File: config.mk
export PLATFORM = sky130hd
export DESIGN_NAME = command_frame_parser_flat
export DESIGN_NICKNAME = d
export VERILOG_FILES = /design/src/design/cfp_pkg.sv /design/src/design/cfp_if.sv /design/src/design/cfp_csr.sv /design/src/design/cfp_parser.sv /design/src/design/cfp_out_reg.sv /design/src/design/command_frame_parser.sv /design/src/flat_wrapper.sv
export SDC_FILE = /design/constraint.sdc
export NUM_CORES = 1
export LEC_CHECK = 0
export ABC_AREA = 1
export BUFFER_PORTS_ARGS = -buffer_cell sky130_fd_sc_hd__buf_2
export CORE_UTILIZATION = 43
export DETAILED_ROUTE_END_ITERATION = 16
export SKIP_LAST_GASP = 1
export SLEW_MARGIN = 40
export SYNTH_ARGS = -nofsm -noshare
export SYNTH_HDL_FRONTEND = slang
export SYNTH_SLANG_ARGS = --single-unit
File: constraint.sdc
create_clock -name clock -period 5.9 [get_ports clock]
set_input_delay 1.77 -clock clock [delete_from_list [all_inputs] [get_ports clock]]
set_output_delay 1.77 -clock clock [all_outputs]
set_load 0.005 [all_outputs]
File: src/design/cfp_pkg.sv
// ----------------------------------------------------------------------------
// cfp_pkg
// Shared types and constants for the command frame parser.
// ----------------------------------------------------------------------------
package cfp_pkg;

   // parser phases
   localparam logic [2:0] PH_IDLE  = 3'd0;
   localparam logic [2:0] PH_CMD   = 3'd1;
   localparam logic [2:0] PH_COUNT = 3'd2;
   localparam logic [2:0] PH_LENHI = 3'd3;
   localparam logic [2:0] PH_LENLO = 3'd4;
   localparam logic [2:0] PH_DATA  = 3'd5;
   localparam logic [2:0] PH_TAIL  = 3'd6;
   localparam logic [2:0] PH_SKIP  = 3'd7;

   // result event codes
   localparam logic [2:0] EV_HEADER    = 3'd0;
   localparam logic [2:0] EV_LENGTH    = 3'd1;
   localparam logic [2:0] EV_DATA      = 3'd2;
   localparam logic [2:0] EV_FRAME_OK  = 3'd3;
   localparam logic [2:0] EV_BAD_START = 3'd4;
   localparam logic [2:0] EV_TRUNCATED = 3'd5;

   // input modes
   localparam logic MODE_BYTE = 1'b0;
   localparam logic MODE_TICK = 1'b1;

   // configuration register indexes
   localparam int CSR_INDEX_W = 3;
   localparam int CSR_DATA_W  = 32;
   localparam logic [CSR_INDEX_W-1:0] CSR_TIMEOUT    = 3'd0;
   localparam logic [CSR_INDEX_W-1:0] CSR_START_BYTE = 3'd1;
   localparam logic [CSR_INDEX_W-1:0] CSR_END_BYTE   = 3'd2;
   localparam logic [CSR_INDEX_W-1:0] CSR_WIDE_LOW   = 3'd3;
   localparam logic [CSR_INDEX_W-1:0] CSR_WIDE_HIGH  = 3'd4;

   // configuration reset values
   localparam logic [31:0] RST_TIMEOUT    = 32'd1000;
   localparam logic [7:0]  RST_START_BYTE = 8'hE0;
   localparam logic [7:0]  RST_END_BYTE   = 8'hEE;
   localparam logic [7:0]  RST_WIDE_LOW   = 8'h40;
   localparam logic [7:0]  RST_WIDE_HIGH  = 8'h4F;

   localparam logic [31:0] TICKS_MAX = 32'hFFFF_FFFF;

   typedef struct packed {
      logic [31:0] timeout_ticks;
      logic [7:0]  start_byte;
      logic [7:0]  end_byte;
      logic [7:0]  wide_low;
      logic [7:0]  wide_high;
   } cfg_type;

   typedef struct packed {
      logic [2:0]  event_res;
      logic [7:0]  command;
      logic [7:0]  param_index;
      logic [15:0] value;
      logic        frame_end;
   } rsp_payload_type;

   typedef struct packed {
      logic            valid;
      rsp_payload_type payload;
   } result_type;

endpackage

File: src/design/cfp_if.sv
// ----------------------------------------------------------------------------
// cfp_req_if / cfp_rsp_if
// Valid/ready channels for received items and parser results.
// ----------------------------------------------------------------------------
interface cfp_req_if;
   logic       valid;
   logic       ready;
   logic       mode;
   logic [7:0] rx_byte;

   modport source (output valid, output mode, output rx_byte, input ready);
   modport sink   (input valid, input mode, input rx_byte, output ready);
endinterface

interface cfp_rsp_if;
   logic        valid;
   logic        ready;
   logic [2:0]  event_res;
   logic [7:0]  command;
   logic [7:0]  param_index;
   logic [15:0] value;
   logic        frame_end;

   modport source (output valid, output event_res, output command, output param_index,
                   output value, output frame_end, input ready);
   modport sink   (input valid, input event_res, input command, input param_index,
                   input value, input frame_end, output ready);
endinterface

File: src/design/cfp_csr.sv
// ----------------------------------------------------------------------------
// cfp_csr
// Configuration register bank, write only.
// ----------------------------------------------------------------------------
module cfp_csr (
   input  logic                             clock,
   input  logic                             reset,
   input  logic                             csr_we,
   input  logic [cfp_pkg::CSR_INDEX_W-1:0]  csr_index,
   input  logic [cfp_pkg::CSR_DATA_W-1:0]   csr_wdata,
   output cfp_pkg::cfg_type                 cfg
);

   cfp_pkg::cfg_type cfg_ff, cfg_in;

   always_comb begin
      cfg_in = cfg_ff;
      if (csr_we) begin
         unique case (csr_index)
            cfp_pkg::CSR_TIMEOUT:    cfg_in.timeout_ticks = csr_wdata;
            cfp_pkg::CSR_START_BYTE: cfg_in.start_byte    = csr_wdata[7:0];
            cfp_pkg::CSR_END_BYTE:   cfg_in.end_byte      = csr_wdata[7:0];
            cfp_pkg::CSR_WIDE_LOW:   cfg_in.wide_low      = csr_wdata[7:0];
            cfp_pkg::CSR_WIDE_HIGH:  cfg_in.wide_high     = csr_wdata[7:0];
            default:                 cfg_in = cfg_ff;
         endcase
      end
   end

   always_ff @(posedge clock) begin
      if (reset) begin
         cfg_ff.timeout_ticks <= cfp_pkg::RST_TIMEOUT;
         cfg_ff.start_byte    <= cfp_pkg::RST_START_BYTE;
         cfg_ff.end_byte      <= cfp_pkg::RST_END_BYTE;
         cfg_ff.wide_low      <= cfp_pkg::RST_WIDE_LOW;
         cfg_ff.wide_high     <= cfp_pkg::RST_WIDE_HIGH;
      end else begin
         cfg_ff <= cfg_in;
      end
   end

   assign cfg = cfg_ff;

endmodule

File: src/design/cfp_parser.sv
// ----------------------------------------------------------------------------
// cfp_parser
// Frame parser state and next-state logic; one item per accepted transaction.
// ----------------------------------------------------------------------------
module cfp_parser (
   input  logic                  clock,
   input  logic                  reset,
   input  logic                  take,
   input  logic                  mode,
   input  logic [7:0]            rx_byte,
   input  cfp_pkg::cfg_type      cfg,
   output cfp_pkg::result_type   result
);

   logic [2:0]  phase_ff, phase_in;
   logic [7:0]  command_ff, command_in;
   logic [7:0]  total_ff, total_in;
   logic [7:0]  counter_ff, counter_in;
   logic [7:0]  len_high_ff, len_high_in;
   logic [15:0] bytes_left_ff, bytes_left_in;
   logic [31:0] idle_ff, idle_in;

   logic [31:0] ticks_inc;
   logic [15:0] len_word;
   logic [15:0] left_dec;
   logic        is_wide_cur;
   logic        is_last;
   logic        is_end;

   cfp_pkg::result_type res;

   always_comb begin
      ticks_inc   = (idle_ff == cfp_pkg::TICKS_MAX) ? idle_ff : idle_ff + 32'd1;
      len_word    = {len_high_ff, rx_byte};
      left_dec    = bytes_left_ff - 16'd1;
      is_wide_cur = (command_ff >= cfg.wide_low) && (command_ff <= cfg.wide_high);
      is_last     = ({1'b0, counter_ff} + 9'd1) >= {1'b0, total_ff};
      is_end      = (rx_byte == cfg.end_byte);
   end

   always_comb begin
      phase_in      = phase_ff;
      command_in    = command_ff;
      total_in      = total_ff;
      counter_in    = counter_ff;
      len_high_in   = len_high_ff;
      bytes_left_in = bytes_left_ff;
      idle_in       = idle_ff;
      res           = '0;

      if (mode == cfp_pkg::MODE_TICK) begin
         if (phase_ff != cfp_pkg::PH_IDLE) begin
            if (ticks_inc < cfg.timeout_ticks) begin
               idle_in = ticks_inc;
            end else begin
               idle_in  = '0;
               phase_in = cfp_pkg::PH_IDLE;
               if (phase_ff != cfp_pkg::PH_SKIP) begin
                  res.valid               = 1'b1;
                  res.payload.event_res   = cfp_pkg::EV_TRUNCATED;
                  res.payload.command     = command_ff;
                  res.payload.param_index = counter_ff;
                  res.payload.frame_end   = 1'b1;
               end
            end
         end
      end else begin
         idle_in = '0;
         unique case (phase_ff)
            cfp_pkg::PH_IDLE: begin
               if (rx_byte == cfg.start_byte) begin
                  command_in    = '0;
                  total_in      = '0;
                  counter_in    = '0;
                  len_high_in   = '0;
                  bytes_left_in = '0;
                  phase_in      = cfp_pkg::PH_CMD;
               end else begin
                  phase_in              = is_end ? cfp_pkg::PH_IDLE : cfp_pkg::PH_SKIP;
                  res.valid             = 1'b1;
                  res.payload.event_res = cfp_pkg::EV_BAD_START;
                  res.payload.frame_end = 1'b1;
               end
            end
            cfp_pkg::PH_SKIP: begin
               if (is_end) phase_in = cfp_pkg::PH_IDLE;
            end
            cfp_pkg::PH_TAIL: begin
               if (is_end) begin
                  phase_in                = cfp_pkg::PH_IDLE;
                  res.valid               = 1'b1;
                  res.payload.event_res   = cfp_pkg::EV_FRAME_OK;
                  res.payload.command     = command_ff;
                  res.payload.param_index = total_ff;
                  res.payload.frame_end   = 1'b1;
               end
            end
            cfp_pkg::PH_DATA: begin
               bytes_left_in           = left_dec;
               res.valid               = 1'b1;
               res.payload.event_res   = cfp_pkg::EV_DATA;
               res.payload.command     = command_ff;
               res.payload.param_index = counter_ff;
               res.payload.value       = {8'd0, rx_byte};
               if (left_dec == 16'd0) begin
                  if (is_last) begin
                     phase_in = cfp_pkg::PH_TAIL;
                  end else begin
                     counter_in = counter_ff + 8'd1;
                     if (is_wide_cur) begin
                        phase_in = cfp_pkg::PH_LENHI;
                     end else begin
                        len_high_in = '0;
                        phase_in    = cfp_pkg::PH_LENLO;
                     end
                  end
               end
            end
            default: begin
               // header and length bytes: the end byte cuts the frame short
               if (is_end) begin
                  phase_in                = cfp_pkg::PH_IDLE;
                  res.valid               = 1'b1;
                  res.payload.event_res   = cfp_pkg::EV_TRUNCATED;
                  res.payload.command     = command_ff;
                  res.payload.param_index = counter_ff;
                  res.payload.frame_end   = 1'b1;
               end else if (phase_ff == cfp_pkg::PH_CMD) begin
                  command_in = rx_byte;
                  phase_in   = cfp_pkg::PH_COUNT;
               end else if (phase_ff == cfp_pkg::PH_COUNT) begin
                  total_in                = rx_byte;
                  counter_in              = '0;
                  res.valid               = 1'b1;
                  res.payload.event_res   = cfp_pkg::EV_HEADER;
                  res.payload.command     = command_ff;
                  res.payload.param_index = rx_byte;
                  if (rx_byte == 8'd0) begin
                     phase_in = cfp_pkg::PH_TAIL;
                  end else if (is_wide_cur) begin
                     phase_in = cfp_pkg::PH_LENHI;
                  end else begin
                     len_high_in = '0;
                     phase_in    = cfp_pkg::PH_LENLO;
                  end
               end else if (phase_ff == cfp_pkg::PH_LENHI) begin
                  len_high_in = rx_byte;
                  phase_in    = cfp_pkg::PH_LENLO;
               end else begin
                  len_high_in             = '0;
                  bytes_left_in           = len_word;
                  res.valid               = 1'b1;
                  res.payload.event_res   = cfp_pkg::EV_LENGTH;
                  res.payload.command     = command_ff;
                  res.payload.param_index = counter_ff;
                  res.payload.value       = len_word;
                  if (len_word != 16'd0) begin
                     phase_in = cfp_pkg::PH_DATA;
                  end else if (is_last) begin
                     phase_in = cfp_pkg::PH_TAIL;
                  end else begin
                     counter_in = counter_ff + 8'd1;
                     if (is_wide_cur) begin
                        phase_in = cfp_pkg::PH_LENHI;
                     end else begin
                        phase_in = cfp_pkg::PH_LENLO;
                     end
                  end
               end
            end
         endcase
      end
   end

   always_ff @(posedge clock) begin
      if (reset) begin
         phase_ff      <= cfp_pkg::PH_IDLE;
         command_ff    <= '0;
         total_ff      <= '0;
         counter_ff    <= '0;
         len_high_ff   <= '0;
         bytes_left_ff <= '0;
         idle_ff       <= '0;
      end else if (take) begin
         phase_ff      <= phase_in;
         command_ff    <= command_in;
         total_ff      <= total_in;
         counter_ff    <= counter_in;
         len_high_ff   <= len_high_in;
         bytes_left_ff <= bytes_left_in;
         idle_ff       <= idle_in;
      end
   end

   always_comb begin
      result       = res;
      result.valid = res.valid & take;
   end

endmodule

File: src/design/cfp_out_reg.sv
// ----------------------------------------------------------------------------
// cfp_out_reg
// Result register with valid flag; frees itself in the cycle it is taken.
// ----------------------------------------------------------------------------
module cfp_out_reg (
   input  logic                       clock,
   input  logic                       reset,
   input  cfp_pkg::result_type        result,
   input  logic                       out_ready,
   output logic                       out_valid,
   output logic                       can_load,
   output cfp_pkg::rsp_payload_type   out_payload
);

   logic                     valid_ff, valid_in;
   cfp_pkg::rsp_payload_type payload_ff;

   assign can_load = !valid_ff || out_ready;

   always_comb begin
      valid_in = valid_ff && !out_ready;
      if (result.valid) valid_in = 1'b1;
   end

   always_ff @(posedge clock) begin
      if (reset) begin
         valid_ff <= 1'b0;
      end else begin
         valid_ff <= valid_in;
      end
   end

   always_ff @(posedge clock) begin
      if (result.valid) begin
         payload_ff <= result.payload;
      end
   end

   assign out_valid   = valid_ff;
   assign out_payload = payload_ff;

endmodule

File: src/design/command_frame_parser.sv
// ----------------------------------------------------------------------------
// command_frame_parser
// Parses command frames (start, command, count, lengths, data, end) from a
// byte/tick stream and reports header, lengths, data, frame end and errors.
// ----------------------------------------------------------------------------
// A result shows on rsp in the cycle after its request transaction.
// Throughput: one request transaction per cycle when not stalled, set by the single state
//   update between the parser registers and the result register.
// The request side stalls only while a result waits and rsp is not ready.
// Reset (synchronous, active high): parser waits for a start byte, counters
//   clear, configuration returns to its defaults, result register empties.
// ----------------------------------------------------------------------------
module command_frame_parser (
   input  logic                             clock,
   input  logic                             reset,
   cfp_req_if.sink                          req_if,
   cfp_rsp_if.source                        rsp_if,
   input  logic                             csr_we,
   input  logic [cfp_pkg::CSR_INDEX_W-1:0]  csr_index,
   input  logic [cfp_pkg::CSR_DATA_W-1:0]   csr_wdata
);

   cfp_pkg::cfg_type          cfg;
   cfp_pkg::result_type       result;
   cfp_pkg::rsp_payload_type  rsp_payload;
   logic                      can_load;
   logic                      take;

   // a request transaction completes whenever the result slot is free
   // or being drained in the same cycle
   assign req_if.ready = can_load;
   assign take         = req_if.valid && can_load;

   cfp_csr u_csr (
      .clock     (clock),
      .reset     (reset),
      .csr_we    (csr_we),
      .csr_index (csr_index),
      .csr_wdata (csr_wdata),
      .cfg       (cfg)
   );

   // state update and result selection, one item per transaction
   cfp_parser u_parser (
      .clock   (clock),
      .reset   (reset),
      .take    (take),
      .mode    (req_if.mode),
      .rx_byte (req_if.rx_byte),
      .cfg     (cfg),
      .result  (result)
   );

   // result register parts the two sides
   cfp_out_reg u_out (
      .clock       (clock),
      .reset       (reset),
      .result      (result),
      .out_ready   (rsp_if.ready),
      .out_valid   (rsp_if.valid),
      .can_load    (can_load),
      .out_payload (rsp_payload)
   );

   assign rsp_if.event_res   = rsp_payload.event_res;
   assign rsp_if.command     = rsp_payload.command;
   assign rsp_if.param_index = rsp_payload.param_index;
   assign rsp_if.value       = rsp_payload.value;
   assign rsp_if.frame_end   = rsp_payload.frame_end;

   // frame_end marks exactly the closing events
   a_frame_end_code : assert property (@(posedge clock) disable iff (reset)
      rsp_if.valid |-> (rsp_if.frame_end ==
         ((rsp_if.event_res == cfp_pkg::EV_FRAME_OK) ||
          (rsp_if.event_res == cfp_pkg::EV_BAD_START) ||
          (rsp_if.event_res == cfp_pkg::EV_TRUNCATED))))
      else $error("frame_end does not match event code");

   // bad start carries no frame context
   a_bad_start_clean : assert property (@(posedge clock) disable iff (reset)
      (rsp_if.valid && (rsp_if.event_res == cfp_pkg::EV_BAD_START)) |->
         ((rsp_if.command == 8'd0) && (rsp_if.param_index == 8'd0) &&
          (rsp_if.value == 16'd0)))
      else $error("bad start result carries frame fields");

   // requests stall only behind a waiting result
   a_stall_cause : assert property (@(posedge clock) disable iff (reset)
      !req_if.ready |-> (rsp_if.valid && !rsp_if.ready))
      else $error("request stalled without a pending result");

   // a result shown while stalled stays until taken
   a_result_held : assert property (@(posedge clock) disable iff (reset)
      (rsp_if.valid && !rsp_if.ready) |=> (rsp_if.valid && $stable(rsp_payload)))
      else $error("pending result dropped or changed");

endmodule
File: src/flat_wrapper.sv
// flat-port wrapper written by rule: the top's interface ports become plain ports
module command_frame_parser_flat 
  (clock, reset, csr_we, csr_index, csr_wdata, req_if_valid, req_if_mode, req_if_rx_byte, req_if_ready, rsp_if_valid, rsp_if_event_res, rsp_if_command, rsp_if_param_index, rsp_if_value, rsp_if_frame_end, rsp_if_ready);
  cfp_req_if req_if_i ();
  cfp_rsp_if rsp_if_i ();
  input  logic clock;
  input  logic reset;
  input  logic csr_we;
  input  logic [cfp_pkg::CSR_INDEX_W-1:0] csr_index;
  input  logic [cfp_pkg::CSR_DATA_W-1:0] csr_wdata;
  input wire logic [$bits(req_if_i.valid)-1:0] req_if_valid;
  input wire logic [$bits(req_if_i.mode)-1:0] req_if_mode;
  input wire logic [$bits(req_if_i.rx_byte)-1:0] req_if_rx_byte;
  output wire logic [$bits(req_if_i.ready)-1:0] req_if_ready;
  output wire logic [$bits(rsp_if_i.valid)-1:0] rsp_if_valid;
  output wire logic [$bits(rsp_if_i.event_res)-1:0] rsp_if_event_res;
  output wire logic [$bits(rsp_if_i.command)-1:0] rsp_if_command;
  output wire logic [$bits(rsp_if_i.param_index)-1:0] rsp_if_param_index;
  output wire logic [$bits(rsp_if_i.value)-1:0] rsp_if_value;
  output wire logic [$bits(rsp_if_i.frame_end)-1:0] rsp_if_frame_end;
  input wire logic [$bits(rsp_if_i.ready)-1:0] rsp_if_ready;
  assign req_if_i.valid = req_if_valid;
  assign req_if_i.mode = req_if_mode;
  assign req_if_i.rx_byte = req_if_rx_byte;
  assign req_if_ready = req_if_i.ready;
  assign rsp_if_valid = rsp_if_i.valid;
  assign rsp_if_event_res = rsp_if_i.event_res;
  assign rsp_if_command = rsp_if_i.command;
  assign rsp_if_param_index = rsp_if_i.param_index;
  assign rsp_if_value = rsp_if_i.value;
  assign rsp_if_frame_end = rsp_if_i.frame_end;
  assign rsp_if_i.ready = rsp_if_ready;
  command_frame_parser u_core (.clock(clock), .reset(reset), .req_if(req_if_i), .rsp_if(rsp_if_i), .csr_we(csr_we), .csr_index(csr_index), .csr_wdata(csr_wdata));
endmodule
==> results_dict.tcl <==
set metrics [dict create \
    avgSynthCellArea_um2 7.53 \
    synth_area_um2 10200 \
    maxCapViolations 0 \
    required_ps 5970 \
    slowest_stage "nor4b_1" \
    fin_nets 1527 \
    firstDrtPassIters 5 \
    layout-drive-gt1-share 0.112 \
    root_buffer "clkbuf_16" \
    syn2layout_area_growth_pct 13.0 \
    ff_latch_area_um2 4040 \
    nFillCells 2270 \
    die_x_um 156 \
    cp-start-kind "flop" \
    yosys_most_used_dff "dfxtp_1" \
    holdBufCountCts 0 \
    r2r_setup_slack_ps 1340 \
    cp_slowest_stage_delay_ps 460 \
    ctsResizeCount 0 \
    path_max_fanout 36 \
    dieArea_um2 24300 \
    setup.worst_path.end_class "flop" \
    cts.sinks 184 \
    ios 87 \
    clk_pin_slew_worst_paths_ps 70 \
    fmax_mhz 219 \
    setup_viol 0 \
    coreArea_um2 22900 \
    grt_pass1_vias 8624 \
    ys.warnings.count 0 \
    diodes 0 \
    slew-limit-headroom 0.498 \
    fin_crit_ps 4560 \
    rsz0062_at_grt "no" \
    tightest_slew_ps 750 \
    insertion_delay_ps 440 \
    async_reset_ff_frac 0 \
    p_leak_uw 0.00475 \
    wl_per_cell_um 15.6 \
    fin_tns_setup_ps 0 \
    detail_route.wirelength_um 27300 \
    cts_tree "yes" \
    synth_edf_count 36 \
    port_buffers 86 \
    grt_usage 0.231 \
    critical_path_class "flop to flop" \
    status "finished, final reports clean" \
    clk_path_buf_depth 2 \
    hp-class "flop to flop" \
    overflow 0 \
    cts_buffers 17 \
    power_per_cell_area_nw_per_um2 260 \
    multi_input_area_um2 5320 \
    cp_top_family "simple AND/OR/NAND/NOR gates" \
    grt_pass1_wl_um 44100 \
    crit_path_frequent_cell "nand2_1" \
    hold_viol 0 \
    antenna_found_initial 0 \
    initial_core_util 0.444 \
    yosys_register_bits 184 \
    detail-route-antenna-nets 0 \
    synth_cells 1351 \
    final_common_cell "nand2_1" \
    skew_ps 15.0 \
    cts.htree.levels 4 \
    critPathBufInv 4 \
    synthDistinctLibCells 48 \
    ys_seq_area_frac 0.398 \
    grt_max_degree 60 \
    vdd_drop_max_uv 171 \
    final_cell_mix "nand2_1, a21oi_1, inv_1, dfxtp_1, nor2_1" \
    vias_per_cell 5.23 \
    drt_iter0_drc 497 \
    netlist.area_leader.share 0.291 \
    rows 55 \
    hpwl_um 19900 \
    power.total_uw 2980 \
    die_y_um 156 \
    slew_violations 0 \
    synth_area_leader_cell "dfxtp_1" \
    arrival_ps 4630 \
    min_period_over_period 0.773 \
    mappedNetlistNets 1459 \
    vias 9126 \
    routabilityCongestion 0.920 \
    drc 0 \
    synth.area.top_cells "dfxtp_1, edfxtp_1, nand2_1, a21oi_1, ha_1" \
    cts_setup_buffers 0 \
]
==> metal layers <==
layer	up-vias	global-route usage	share of wire
met1	4195	0.289	0.45
met2	210	0.401	0.48
met5	-	0	0
li1	4680	-	-
met4	0	0.0696	0.020
met3	41	0.0408	0.042
==> power by group <==
group / leakage (uW) / total (uW) / internal (uW) / switching, uW
Clock: 0.000302 / 1230 / 713 / 522
Combinational: 0.00290 / 400 / 125 / 275
Sequential: 0.00155 / 1350 / 1320 / 25.6
Total: 0.00475 / 2980 / 2160 / 823
==> flip-flops by register name, indices dropped and copies added (netlist names) <==
name	flops
u_core.u_parser.idle_ff	32
u_core.u_parser.bytes_left_ff	16
u_core.u_parser.total_ff	8
u_core.u_parser.command_ff	8
u_core.u_out.out_valid	1
u_core.u_out.out_payload	36
u_core.u_parser.len_high_ff	8
u_core.u_parser.phase_ff	3
u_core.u_csr.cfg	64
u_core.u_parser.counter_ff	8
==> synthesized netlist by cell type, drive strengths merged (7+ instances only) <==
library cell    n
o22ai          32
clkbuf         40
o21a            7
ha             59
xnor2          22
nand3          55
nor4            9
a21oi         155
xor2           38
o21ai          94
nor2          129
o211ai         10
nor3           30
clkinv          7
buf             7
edfxtp         36
nand2         260
inv           155
dfxtp         148
nand4          23
==> path summary, 6_finish.rpt <==
path | start | end | depth (start not counted)
worst max-delay path | u_core.u_parser.idle_ff[0] | u_core.u_out.out_payload[8] | 25
worst min-delay path | u_core.u_csr.cfg[50] | u_core.u_csr.cfg[50] | 2
worst max register to register | u_core.u_parser.idle_ff[0] | u_core.u_out.out_payload[8] | 25
worst min register to register | u_core.u_csr.cfg[50] | u_core.u_csr.cfg[50] | 2
==> tightest hold or removal path: cells and delay by family (launching register included) <==
family                 cells  cell delay (ps)
flip-flops                 1              300
AO/OA/AOI/OAI              1               60
buffers and inverters      1               60
==> final cells by class <==
class | instances | area share
multi-input combinational | 958 | 0.463
sequential | 184 | 0.352
inverter | 162 | 0.0529
timing repair buffer | 96 | 0.0440
clock buffer | 21 | 0.0410
tap | 313 | 0.0341
clock inverter | 11 | 0.0137
==> cell families (layout without fill, tap and decap cells) <==
kind of cell             count (synthesis)  in the layout  synth area share
buffers and inverters                  209            290            0.0805
flip-flops                             184            184             0.398
AND/OR/NAND/NOR                        517            517             0.223
AO/OA/AOI/OAI                          322            322             0.175
XOR/XNOR                                60             60            0.0517
adder cells (fa/ha/maj)                 59             59            0.0726
==> through the flow <==
step	instance area [um^2]	utilization	setup WS, ps	hold slack [ps]	instances
after global placement	10900	0.474	1330	448	1713
after global routing	11500	0.502	811	479	1745
final	11500	0.502	1340	462	1745
after CTS	11500	0.502	1310	466	1745
after detailed placement	10900	0.474	1240	455	1713
after floorplan	10200	-	1610	433	1351
Note: power is estimated with default switching activity, not from simulation.
